--- src/rtl/prpull_pkg.sv ---
package prpull_pkg;

   localparam int RANK_BITS          = 32;
   localparam int DEGREE_FIELD_BITS  = 16;
   localparam int DEGREE_BITS        = 16;
   localparam int DEG_USED_BITS      = (DEGREE_BITS < DEGREE_FIELD_BITS) ?
                                       DEGREE_BITS : DEGREE_FIELD_BITS;
   localparam int ALPHA_BITS         = 16;
   localparam int WEIGHT_BITS        = ALPHA_BITS + 1;
   localparam int SUM_BITS           = 48;
   localparam int FRAC_BITS          = 16;
   localparam logic [ALPHA_BITS-1:0] ALPHA_RESET = 16'd9830;

endpackage

--- src/rtl/prpull_req_if.sv ---
interface prpull_req_if;
   import prpull_pkg::*;

   logic                         valid;
   logic                         ready;
   logic [RANK_BITS-1:0]         neighbor_rank;
   logic [DEGREE_FIELD_BITS-1:0] neighbor_out_degree;
   logic                         no_edge;
   logic                         last_edge;

   modport source (output valid, output neighbor_rank, output neighbor_out_degree,
                   output no_edge, output last_edge, input ready);
   modport sink   (input valid, input neighbor_rank, input neighbor_out_degree,
                   input no_edge, input last_edge, output ready);
endinterface

--- src/rtl/prpull_rsp_if.sv ---
interface prpull_rsp_if;
   import prpull_pkg::*;

   logic                 valid;
   logic                 ready;
   logic [RANK_BITS-1:0] new_rank;
   logic                 saturated;
   logic                 zero_degree_seen;

   modport source (output valid, output new_rank, output saturated,
                   output zero_degree_seen, input ready);
   modport sink   (input valid, input new_rank, input saturated,
                   input zero_degree_seen, output ready);
endinterface

--- src/rtl/pagerank_pull_node_update.sv ---
// An edge request is loaded on acceptance, run through the radix-2 restoring divider,
// then accumulated into the sum; the next request is taken only after that.
// A last-edge request then passes through two halves of the shared 24x17 multiplier
// and the saturation state, which holds until the full output register is taken.
// A request without a division keeps the block idle, unless it closes the node.
// Synchronous active-high reset clears the sum, the flag, and sets alpha to 9830.
module pagerank_pull_node_update (
   input  logic                              clock,
   input  logic                              reset,
   input  logic                              csr_write_enable,
   input  logic [prpull_pkg::ALPHA_BITS-1:0] csr_write_data,
   prpull_req_if.sink                        req_chan,
   prpull_rsp_if.source                      rsp_chan
);
   import prpull_pkg::*;

   localparam int HALF_BITS  = SUM_BITS / 2;
   localparam int MUL_BITS   = HALF_BITS + WEIGHT_BITS;
   localparam int PROD_BITS  = SUM_BITS + WEIGHT_BITS;
   localparam int SHIFT_BITS = PROD_BITS - FRAC_BITS;
   localparam int RES_BITS   = SHIFT_BITS + 1;
   localparam int CNT_BITS   = $clog2(RANK_BITS);
   localparam logic [CNT_BITS-1:0] CNT_LAST = CNT_BITS'(RANK_BITS - 1);
   localparam logic [SUM_BITS-1:0] SUM_MAX  = {SUM_BITS{1'b1}};
   localparam logic [RANK_BITS-1:0] RANK_MAX = {RANK_BITS{1'b1}};

   typedef enum logic [5:0] {
      ST_IDLE   = 6'b000001,
      ST_DIVIDE = 6'b000010,
      ST_ACCUM  = 6'b000100,
      ST_MUL_LO = 6'b001000,
      ST_MUL_HI = 6'b010000,
      ST_FINISH = 6'b100000
   } state_type;

   state_type                state_ff, state_in;
   logic [ALPHA_BITS-1:0]    alpha_ff, alpha_in;
   logic [SUM_BITS-1:0]      sum_ff, sum_in;
   logic                     flag_ff, flag_in;
   logic                     last_ff, last_in;
   logic [DEG_USED_BITS-1:0] div_ff, div_in;
   logic [DEG_USED_BITS-1:0] rem_ff, rem_in;
   logic [RANK_BITS-1:0]     quo_ff, quo_in;
   logic [CNT_BITS-1:0]      cnt_ff, cnt_in;
   logic [PROD_BITS-1:0]     prod_ff, prod_in;
   logic                     rsp_valid_ff, rsp_valid_in;
   logic [RANK_BITS-1:0]     rsp_rank_ff, rsp_rank_in;
   logic                     rsp_sat_ff, rsp_sat_in;
   logic                     rsp_zero_ff, rsp_zero_in;

   logic [DEG_USED_BITS-1:0] req_degree;
   logic [DEG_USED_BITS:0]   trial;
   logic [DEG_USED_BITS:0]   diff;
   logic                     trial_ge;
   logic [SUM_BITS:0]        sum_ext;
   logic [WEIGHT_BITS-1:0]   weight;
   logic [HALF_BITS-1:0]     mul_a;
   logic [MUL_BITS-1:0]      mul_p;
   logic [RES_BITS-1:0]      result;
   logic                     out_free;
   logic                     req_accept;

   assign req_chan.ready = (state_ff == ST_IDLE);
   assign req_accept     = req_chan.valid && req_chan.ready;
   assign req_degree     = req_chan.neighbor_out_degree[DEG_USED_BITS-1:0];

   assign trial    = {rem_ff, quo_ff[RANK_BITS-1]};
   assign diff     = trial - {1'b0, div_ff};
   assign trial_ge = (trial >= {1'b0, div_ff});

   assign sum_ext = {1'b0, sum_ff} + (SUM_BITS + 1)'(quo_ff);

   assign weight = (WEIGHT_BITS'(1) << ALPHA_BITS) - WEIGHT_BITS'(alpha_ff);
   assign mul_a  = (state_ff == ST_MUL_LO) ? sum_ff[HALF_BITS-1:0]
                                           : sum_ff[SUM_BITS-1:HALF_BITS];
   assign mul_p  = MUL_BITS'(mul_a) * MUL_BITS'(weight);

   assign result   = {1'b0, prod_ff[PROD_BITS-1:FRAC_BITS]} + RES_BITS'(alpha_ff);
   assign out_free = !rsp_valid_ff || rsp_chan.ready;

   always_comb begin
      state_in     = state_ff;
      alpha_in     = alpha_ff;
      sum_in       = sum_ff;
      flag_in      = flag_ff;
      last_in      = last_ff;
      div_in       = div_ff;
      rem_in       = rem_ff;
      quo_in       = quo_ff;
      cnt_in       = cnt_ff;
      prod_in      = prod_ff;
      rsp_valid_in = rsp_valid_ff && !rsp_chan.ready;
      rsp_rank_in  = rsp_rank_ff;
      rsp_sat_in   = rsp_sat_ff;
      rsp_zero_in  = rsp_zero_ff;

      if (csr_write_enable) begin
         alpha_in = csr_write_data;
      end

      unique case (state_ff)
         ST_IDLE: begin
            if (req_accept) begin
               last_in = req_chan.last_edge;
               div_in  = req_degree;
               rem_in  = '0;
               quo_in  = req_chan.neighbor_rank;
               cnt_in  = '0;
               if (!req_chan.no_edge && (req_degree != '0)) begin
                  state_in = ST_DIVIDE;
               end else begin
                  if (!req_chan.no_edge) begin
                     flag_in = 1'b1;
                  end
                  if (req_chan.last_edge) begin
                     state_in = ST_MUL_LO;
                  end
               end
            end
         end
         ST_DIVIDE: begin
            rem_in = trial_ge ? diff[DEG_USED_BITS-1:0] : trial[DEG_USED_BITS-1:0];
            quo_in = {quo_ff[RANK_BITS-2:0], trial_ge};
            cnt_in = cnt_ff + CNT_BITS'(1);
            if (cnt_ff == CNT_LAST) begin
               state_in = ST_ACCUM;
            end
         end
         ST_ACCUM: begin
            sum_in   = sum_ext[SUM_BITS] ? SUM_MAX : sum_ext[SUM_BITS-1:0];
            state_in = last_ff ? ST_MUL_LO : ST_IDLE;
         end
         ST_MUL_LO: begin
            prod_in  = PROD_BITS'(mul_p);
            state_in = ST_MUL_HI;
         end
         ST_MUL_HI: begin
            prod_in  = prod_ff + {mul_p, {HALF_BITS{1'b0}}};
            state_in = ST_FINISH;
         end
         ST_FINISH: begin
            if (out_free) begin
               rsp_valid_in = 1'b1;
               rsp_sat_in   = |result[RES_BITS-1:RANK_BITS];
               rsp_rank_in  = rsp_sat_in ? RANK_MAX : result[RANK_BITS-1:0];
               rsp_zero_in  = flag_ff;
               sum_in       = '0;
               flag_in      = 1'b0;
               state_in     = ST_IDLE;
            end
         end
         default: begin
            state_in = ST_IDLE;
         end
      endcase
   end

   always_ff @(posedge clock) begin
      if (reset) begin
         state_ff     <= ST_IDLE;
         alpha_ff     <= ALPHA_RESET;
         sum_ff       <= '0;
         flag_ff      <= 1'b0;
         rsp_valid_ff <= 1'b0;
      end else begin
         state_ff     <= state_in;
         alpha_ff     <= alpha_in;
         sum_ff       <= sum_in;
         flag_ff      <= flag_in;
         rsp_valid_ff <= rsp_valid_in;
      end
   end

   always_ff @(posedge clock) begin
      last_ff     <= last_in;
      div_ff      <= div_in;
      rem_ff      <= rem_in;
      quo_ff      <= quo_in;
      cnt_ff      <= cnt_in;
      prod_ff     <= prod_in;
      rsp_rank_ff <= rsp_rank_in;
      rsp_sat_ff  <= rsp_sat_in;
      rsp_zero_ff <= rsp_zero_in;
   end

   assign rsp_chan.valid            = rsp_valid_ff;
   assign rsp_chan.new_rank         = rsp_rank_ff;
   assign rsp_chan.saturated        = rsp_sat_ff;
   assign rsp_chan.zero_degree_seen = rsp_zero_ff;

endmodule
--- src/flat_wrapper.sv ---
// flat-port wrapper written by rule: the top's interface ports become plain ports
module pagerank_pull_node_update_flat import prpull_pkg::*;
  (clock, reset, csr_write_enable, csr_write_data, req_chan_valid, req_chan_neighbor_rank, req_chan_neighbor_out_degree, req_chan_no_edge, req_chan_last_edge, req_chan_ready, rsp_chan_valid, rsp_chan_new_rank, rsp_chan_saturated, rsp_chan_zero_degree_seen, rsp_chan_ready);
  prpull_req_if req_chan_i ();
  prpull_rsp_if rsp_chan_i ();
  input  logic clock;
  input  logic reset;
  input  logic csr_write_enable;
  input  logic [prpull_pkg::ALPHA_BITS-1:0] csr_write_data;
  input wire logic [$bits(req_chan_i.valid)-1:0] req_chan_valid;
  input wire logic [$bits(req_chan_i.neighbor_rank)-1:0] req_chan_neighbor_rank;
  input wire logic [$bits(req_chan_i.neighbor_out_degree)-1:0] req_chan_neighbor_out_degree;
  input wire logic [$bits(req_chan_i.no_edge)-1:0] req_chan_no_edge;
  input wire logic [$bits(req_chan_i.last_edge)-1:0] req_chan_last_edge;
  output wire logic [$bits(req_chan_i.ready)-1:0] req_chan_ready;
  output wire logic [$bits(rsp_chan_i.valid)-1:0] rsp_chan_valid;
  output wire logic [$bits(rsp_chan_i.new_rank)-1:0] rsp_chan_new_rank;
  output wire logic [$bits(rsp_chan_i.saturated)-1:0] rsp_chan_saturated;
  output wire logic [$bits(rsp_chan_i.zero_degree_seen)-1:0] rsp_chan_zero_degree_seen;
  input wire logic [$bits(rsp_chan_i.ready)-1:0] rsp_chan_ready;
  assign req_chan_i.valid = req_chan_valid;
  assign req_chan_i.neighbor_rank = req_chan_neighbor_rank;
  assign req_chan_i.neighbor_out_degree = req_chan_neighbor_out_degree;
  assign req_chan_i.no_edge = req_chan_no_edge;
  assign req_chan_i.last_edge = req_chan_last_edge;
  assign req_chan_ready = req_chan_i.ready;
  assign rsp_chan_valid = rsp_chan_i.valid;
  assign rsp_chan_new_rank = rsp_chan_i.new_rank;
  assign rsp_chan_saturated = rsp_chan_i.saturated;
  assign rsp_chan_zero_degree_seen = rsp_chan_i.zero_degree_seen;
  assign rsp_chan_i.ready = rsp_chan_ready;
  pagerank_pull_node_update u_core (.clock(clock), .reset(reset), .csr_write_enable(csr_write_enable), .csr_write_data(csr_write_data), .req_chan(req_chan_i), .rsp_chan(rsp_chan_i));
endmodule
--- config.mk ---
export PLATFORM = sky130hd
export DESIGN_NAME = pagerank_pull_node_update_flat
export DESIGN_NICKNAME = d
export VERILOG_FILES = /design/src/rtl/prpull_pkg.sv /design/src/rtl/prpull_req_if.sv /design/src/rtl/prpull_rsp_if.sv /design/src/rtl/pagerank_pull_node_update.sv /design/src/flat_wrapper.sv
export SDC_FILE = /design/constraint.sdc
export NUM_CORES = 2
export LEC_CHECK = 0
export ABC_AREA = 0
export BUFFER_PORTS_ARGS = -buffer_cell sky130_fd_sc_hd__buf_2
export CAP_MARGIN = 5
export CORE_MARGIN = 2
export CORE_UTILIZATION = 40
export CTS_CLUSTER_DIAMETER = 100
export DETAILED_ROUTE_END_ITERATION = 10
export SYNTH_ARGS = -nofsm -noshare
export SYNTH_HDL_FRONTEND = slang
export SYNTH_SLANG_ARGS = --single-unit
--- constraint.sdc ---
create_clock -name clock -period 11.3 [get_ports clock]
set_input_delay 0.565 -clock clock [delete_from_list [all_inputs] [get_ports clock]]
set_output_delay 0.565 -clock clock [all_outputs]
set_load 0.03 [all_outputs]
### After elaboration in Yosys (flattened, before gate mapping)

Cells that the tools add are included.

| word-level totals | value |
|---|---|
| register bits after elaboration | 241 |
| output and inout bits | 36 |

| cells by class | value |
|---|---|
| $add $sub $neg | 6 |
| multiply operators | 1 |
| magnitude comparators | 1 |
| eq/ne operators | 13 |
| multiplexer cells | 26 |
| reductions and logical operators | 19 |

Operators with widths:

| kind | number |
|---|---|
| one-hot mux 65 bit (2 select lines) | 1 |
| 2-to-1 mux 48 bit | 2 |
| one-hot mux 48 bit (2 select lines) | 1 |
| adder 65 bit | 1 |
| one-hot mux 32 bit (2 select lines) | 1 |
| adder 49 x 16 -> 50 bit | 1 |
| adder 48 x 32 -> 49 bit | 1 |
| multiplier 24 x 17 -> 41 bit | 1 |
| one-hot mux 6 bit (6 select lines) | 1 |
| 2-to-1 mux 16 bit | 2 |
| 2-to-1 mux 32 bit | 1 |
| one-hot mux 16 bit (2 select lines) | 1 |
| 2-to-1 mux 6 bit | 5 |
| 2-to-1 mux 24 bit | 1 |
| OR reduction 18 bit | 1 |
| >= comparator 17 x 16 -> 1 bit | 1 |
| subtractor 17 x 16 -> 17 bit (first input constant) | 1 |
| nonzero test 16 bit | 1 |
| subtractor 16 bit | 1 |
| one-hot mux 5 bit (2 select lines) | 1 |
| AND reduction 2 bit | 4 |
| nonzero test 2 bit | 4 |
| == test 6 x 1 -> 1 bit (second input constant) | 1 |
| == test 6 x 2 -> 1 bit (second input constant) | 1 |
| 18 further kinds | 30 |

### Longest topological paths before layout

| depth | value |
|---|---|
| depth after elaboration | 5 |
| gate-level depth with buffers | 41 |
| depth with buffers taken out | 39 |

### Worst setup path after synthesis

OpenSTA, ideal clock, no wires.

| path | value |
|---|---|
| path type | flip-flop to flip-flop |
| from | register u_core.alpha_ff[0] |
| to | register u_core.prod_ff[64] (data pin) |
| data arrival time | 9.494 ns |
| required time | 11.034 ns |
| setup slack | 1.541 ns |
| stages on the path, launching flop included | 39 |
| clock period less this slack | 9.759 ns |
| cells stage by stage | dfxtp_1 -> inv_1 -> ha_1 -> nand2_1 -> or3_1 -> or3_1 -> or3_1 -> xor2_1 -> clkbuf_1 -> nand2_1 -> fa_1 -> inv_1 -> fa_1 -> fa_1 -> fa_1 -> fa_1 -> inv_1 -> fa_1 -> (+3 left out) -> a21o_1 -> a2111oi_0 -> o31ai_1 -> a31oi_1 -> o21bai_1 -> a21oi_1 -> xnor2_1 -> ha_1 -> a21o_1 -> a21o_1 -> a21o_1 -> a21o_1 -> a21oi_1 -> a2bb2oi_1 -> o41ai_1 -> o41ai_1 -> xnor3_1 -> nor2_1 |

| between the ends | value |
|---|---|
| longest elaborated chain between the ends | 4 |

Ends and longest elaborated chain:

| item | RTL line | source |
|---|---|---|
| start, declared | pagerank_pull_node_update.sv:37 | `logic [ALPHA_BITS-1:0] alpha_ff, alpha_in;` |
| start signal, assigned | pagerank_pull_node_update.sv:167 | `alpha_ff <= alpha_in;` |
| subtractor 17 x 16 -> 17 bit | pagerank_pull_node_update.sv:73 | `assign weight = (WEIGHT_BITS'(1) << ALPHA_BITS) - WEIGHT_BITS'(alpha_ff);` |
| multiplier 24 x 17 -> 41 bit | pagerank_pull_node_update.sv:76 | `assign mul_p = MUL_BITS'(mul_a) * MUL_BITS'(weight);` |
| adder 65 bit | pagerank_pull_node_update.sv:138 | `prod_in = prod_ff + {mul_p, {HALF_BITS{1'b0}}};` |
| one-hot mux 65 bit (2 select lines) | pagerank_pull_node_update.sv:101 | `unique case (state_ff)` |
| end signal, assigned | pagerank_pull_node_update.sv:180 | `prod_ff <= prod_in;` |
| end, declared | pagerank_pull_node_update.sv:45 | `logic [PROD_BITS-1:0] prod_ff, prod_in;` |

Every way passes these cells.
A chain may end at the register's enable or synchronous reset.

### Final worst setup path

Ends and elaborated chain as after synthesis.

==> impl_metrics.xml <==
<?xml version="1.0" encoding="UTF-8"?>
<metrics>
  <group name="outcome">
    <metric name="status" unit="">completed</metric>
  </group>
  <group name="critical_path">
    <metric name="r2r_slack" unit="ns">0.64</metric>
    <metric name="critPathKind" unit="">reg2reg</metric>
    <metric name="required_time_of_the_critical_path" unit="ns">11.63</metric>
    <metric name="rr_worst_depth" unit="">38</metric>
    <metric name="crit_path_end" unit="">u_core.prod_ff[64]</metric>
    <metric name="crit_slowest_cell" unit="">sky130_fd_sc_hd__a2111oi_0</metric>
    <metric name="r2r-start" unit="">u_core.alpha_ff[0]</metric>
    <metric name="worst-endpoint-arrival" unit="ns">11.00</metric>
    <metric name="worst_r2r_dst" unit="">u_core.prod_ff[64]</metric>
    <metric name="crit_path_start" unit="">u_core.alpha_ff[0]</metric>
    <metric name="type_of_element_launching_the_critical_path" unit="">register</metric>
    <metric name="delay_of_the_slowest_critical_path_stage" unit="ns">0.57</metric>
    <metric name="crit_fanout" unit="">15</metric>
    <metric name="worst_setup_path_end_kind" unit="">register</metric>
  </group>
  <group name="timing">
    <metric name="setup_repair_after_global_routing_missed_its_margin" unit="">false</metric>
    <metric name="fin_hold_viols" unit="">0</metric>
    <metric name="clock_skew" unit="ns">0.0318</metric>
    <metric name="final-max-slew-violation-count" unit="">0</metric>
    <metric name="setup-tns-final" unit="ns">0</metric>
    <metric name="post-route-period-util" unit="%">94.4</metric>
    <metric name="setup_violations" unit="">0</metric>
    <metric name="final.min_clock_period" unit="ns">10.66</metric>
    <metric name="maxSlewHeadroom" unit="%">18.9</metric>
    <metric name="worst_pin_slew" unit="ns">1.21</metric>
    <metric name="fmax" unit="MHz">93.8</metric>
    <metric name="fin_ws" unit="ns">0.636</metric>
  </group>
  <group name="routing">
    <metric name="post_route_ant_nets" unit="">0</metric>
    <metric name="iteration_0_drc_markers" unit="">1467</metric>
    <metric name="totalWireLength" unit="mm">78.2</metric>
    <metric name="wl_per_cell" unit="µm">18.5</metric>
    <metric name="dr_total_vias" unit="">22337</metric>
    <metric name="detail_route.first_pass.iterations" unit="">5</metric>
    <metric name="post-route-drc-count" unit="">0</metric>
    <metric name="routed_via_density" unit="">5.30</metric>
  </group>
  <group name="power_and_ir_drop">
    <metric name="internal_power" unit="mW">1.86</metric>
    <metric name="combinationalPowerShare" unit="%">27.2</metric>
    <metric name="share_of_total_power_consumed_by_net_switching" unit="%">33.5</metric>
    <metric name="power.sequential.fraction" unit="%">38.7</metric>
    <metric name="power.share.clock" unit="%">34.1</metric>
    <metric name="cellLeakagePower" unit="nW">14.8</metric>
    <metric name="power.switching" unit="mW">0.937</metric>
    <metric name="power.total" unit="mW">2.80</metric>
    <metric name="cellPowerDensity" unit="nW/µm²">90.9</metric>
    <metric name="ir_drop" unit="V">0.000223</metric>
  </group>
  <group name="floorplan">
    <metric name="fp.coreArea" unit="µm²">69800</metric>
    <metric name="chipHeight" unit="µm">269</metric>
    <metric name="die_area" unit="µm²">72300</metric>
    <metric name="top_level_ports" unit="">107</metric>
    <metric name="die_w" unit="µm">269</metric>
    <metric name="floorplan.initialDensity" unit="%">40.2</metric>
    <metric name="rows" unit="">97</metric>
  </group>
  <group name="cts">
    <metric name="htreeDepth" unit="">1</metric>
    <metric name="cts-hold-fix-buffers" unit="">0</metric>
    <metric name="clock_tree_from_tritoncts" unit="">done</metric>
    <metric name="cts_num_sinks" unit="">225</metric>
    <metric name="post_cts_setup_inserts" unit="">0</metric>
    <metric name="total_clock_buffers_created_by_cts" unit="">29</metric>
    <metric name="cts.clk_slew.worst_paths" unit="ns">0.06</metric>
    <metric name="cts.root.buffer_cell" unit="">sky130_fd_sc_hd__clkbuf_16</metric>
    <metric name="clk_path_buf_depth" unit="">3</metric>
    <metric name="clock_insertion_delay_worst_skew" unit="ns">0.60</metric>
  </group>
  <group name="place">
    <metric name="gp_congestion" unit="">0.913</metric>
    <metric name="dpl_worst_slack" unit="ns">0.644</metric>
    <metric name="port-buffer-count" unit="">106</metric>
    <metric name="count_of_placed_standard_cells_including_taps" unit="">4161</metric>
    <metric name="place_area" unit="µm²">29800</metric>
    <metric name="dp_hpwl" unit="mm">62.6</metric>
  </group>
  <group name="cells_and_area">
    <metric name="multiInputGateArea" unit="µm²">19700</metric>
    <metric name="number_of_cells_in_the_finished_layout_apart_from_fillers" unit="">4215</metric>
    <metric name="final_area" unit="µm²">30800</metric>
    <metric name="antenna_cells_inserted" unit="">0</metric>
    <metric name="seqCellArea" unit="µm²">6040</metric>
    <metric name="growth_of_design_area_from_synthesis_to_finish" unit="%">9.74</metric>
    <metric name="layout.filler_cells" unit="">6925</metric>
    <metric name="mostFrequentLayoutCells" unit="">506 x sky130_fd_sc_hd__nand2_1, 499 x sky130_fd_sc_hd__inv_1, 333 x sky130_fd_sc_hd__fa_1</metric>
    <metric name="final_layout_size_suffix_gt1_share" unit="%">8.46</metric>
    <metric name="most_common_library_cell_in_the_layout_ignoring_fill_and_taps" unit="">sky130_fd_sc_hd__nand2_1</metric>
    <metric name="nNetsFinal" unit="">3879</metric>
  </group>
  <group name="synthesis">
    <metric name="synthFlopType" unit="">sky130_fd_sc_hd__edfxtp_1</metric>
    <metric name="synth.area.top_cells" unit="">sky130_fd_sc_hd__fa_1 24%, sky130_fd_sc_hd__edfxtp_1 16%, sky130_fd_sc_hd__ha_1 9.9%, sky130_fd_sc_hd__nand2_1 6.8%, sky130_fd_sc_hd__inv_1 6.7%</metric>
    <metric name="synth_largest_area_cell" unit="">sky130_fd_sc_hd__fa_1</metric>
    <metric name="post_synth.cell_area_avg" unit="µm²">8.84</metric>
    <metric name="ys_seq_elements" unit="">225</metric>
    <metric name="ys_warn_count" unit="">0</metric>
    <metric name="count_of_cell_types_in_the_netlist" unit="">82</metric>
    <metric name="async_flop_share" unit="%">0</metric>
    <metric name="synth.yosys.seq_area_share" unit="%">21.5</metric>
    <metric name="post-synth-top-area-fraction" unit="%">23.8</metric>
    <metric name="synth_edf_count" unit="">153</metric>
    <metric name="syn-instance-count" unit="">3175</metric>
    <metric name="synthesized_area" unit="µm²">28100</metric>
    <metric name="synthesis.nets" unit="">3802</metric>
  </group>
  <group name="grt">
    <metric name="grt_util_met3" unit="%">2.98</metric>
    <metric name="largest_net_degree_at_the_start_of_global_routing" unit="">62</metric>
    <metric name="grt_antenna_before_repair" unit="">1</metric>
    <metric name="grt_use_total" unit="%">21.8</metric>
    <metric name="grt.met1_usage" unit="%">30.2</metric>
    <metric name="global_route.usage.met2" unit="%">36.4</metric>
    <metric name="grt_pass1_vias" unit="">22014</metric>
    <metric name="grt-busiest-layer" unit="">met2</metric>
    <metric name="grt_first_pass_wirelength" unit="mm">123</metric>
    <metric name="globalRoute.totalOverflow" unit="">0</metric>
  </group>
  <group name="min_path">
    <metric name="worst_hold_path.num_cells" unit="">1</metric>
    <metric name="min_path_type" unit="">in2reg</metric>
  </group>
  <group name="flow_run">
    <metric name="cap_viol_max_count" unit="">0</metric>
  </group>
</metrics>
[power by group through the flow]
| stage | clock network, mW | registers, mW | logic [mW] |
|---|---|---|---|
| final | 0.953 | 1.08 | 0.761 |
| after global routing | 1.00 | 1.10 | 0.849 |
| after CTS | 0.976 | 1.08 | 0.759 |
| after detailed placement | 0 | 1.10 | 0.756 |
| after global placement | 0 | 1.10 | 0.752 |
| after floorplan | 0 | 1.07 | 0.583 |
[through the flow]
step / hold slack, ns / utilization [%]
after floorplan: 0.409 / -
after global placement: 0.467 / 42.7
after detailed placement: 0.464 / 42.7
after CTS: 0.119 / 44.1
after global routing: 0.132 / 44.1
final: 0.148 / 44.1
[state kept, by name, indices dropped and copies added, names as in the netlist]
| name | count |
|---|---|
| u_core.div_ff | 16 |
| u_core.rsp_chan.valid | 1 |
| u_core.sum_ff | 48 |
| u_core.state_ff | 6 |
| u_core.prod_ff | 49 |
| u_core.alpha_ff | 16 |
| u_core.quo_ff | 32 |
| u_core.rsp_chan.zero_degree_seen | 1 |
| u_core.rsp_chan.new_rank | 32 |
| u_core.rsp_chan.saturated | 1 |
| u_core.cnt_ff | 5 |
| u_core.rem_ff | 16 |
| u_core.flag_ff | 1 |
| u_core.last_ff | 1 |
[worst max-delay path, delay by kind of cell, from the launching register on]
family,cells,cell delay (ns)
DFF,1,0.31
and+or+nand+nor,6,1.59
xor gates and xnor gates,3,0.55
buffers and inverters,5,0.60
AOI/OAI and AO/OA,15,3.26
adders and majority gates,9,4.09
[worst min-delay path by stage]
stage	slack [ns]	to	from
after floorplan	0.41	u_core.rsp_chan.zero_degree_seen	u_core.flag_ff
after global placement	0.47	u_core.rsp_chan.zero_degree_seen	u_core.flag_ff
after detailed placement	0.46	u_core.rsp_chan.zero_degree_seen	u_core.flag_ff
after CTS	0.12	u_core.div_ff[11]	req_chan_neighbor_out_degree[11]
after global routing	0.13	u_core.div_ff[12]	req_chan_neighbor_out_degree[12]
final	0.15	u_core.div_ff[11]	req_chan_neighbor_out_degree[11]
[final cells by class]
| cell class | count | share of cell area (%) |
|---|---|---|
| clock buffer | 40 | 2.76 |
| multi-input combinational | 2330 | 64.1 |
| inverter | 502 | 6.12 |
| sequential | 225 | 19.6 |
| timing repair buffer | 164 | 3.18 |
| tap | 940 | 3.82 |
| clock inverter | 14 | 0.439 |
[what timing repair did]
| item | in CTS | in global routing |
|---|---|---|
| hold endpoints to repair | 0 | 0 |
| gates resized for setup | 0 | 1 |
| setup endpoints to repair | 0 | 1 |
[per-layer routing]
metal / routed length, µm / up-vias
met2: 36600 / 664
met5: 0 / -
met4: 1660 / 0
met1: 34800 / 10960
met3: 5110 / 97
li1: - / 10616
[Yosys cell counts, drive strengths merged (45+ instances only)]
cell type	n
a21o	86
a21oi	166
clkbuf	98
dfxtp	72
edfxtp	153
fa	333
ha	223
inv	502
mux2i	47
nand2	508
nand3	45
nor2	208
o21ai	86
xnor2	91
xor2	73
[kinds of logic (layout without fill, tap and decap cells)]
family,Yosys count,after routing,share of synthesized area (%)
DFF,225,225,21.5
and+or+nand+nor,1001,1001,15.9
AOI/OAI and AO/OA,530,530,12.4
adders and majority gates,556,556,33.7
buffers and inverters,620,720,8.42
xor gates and xnor gates,165,165,5.20
muxes,78,78,2.92
(Power assumes the default switching activity.)
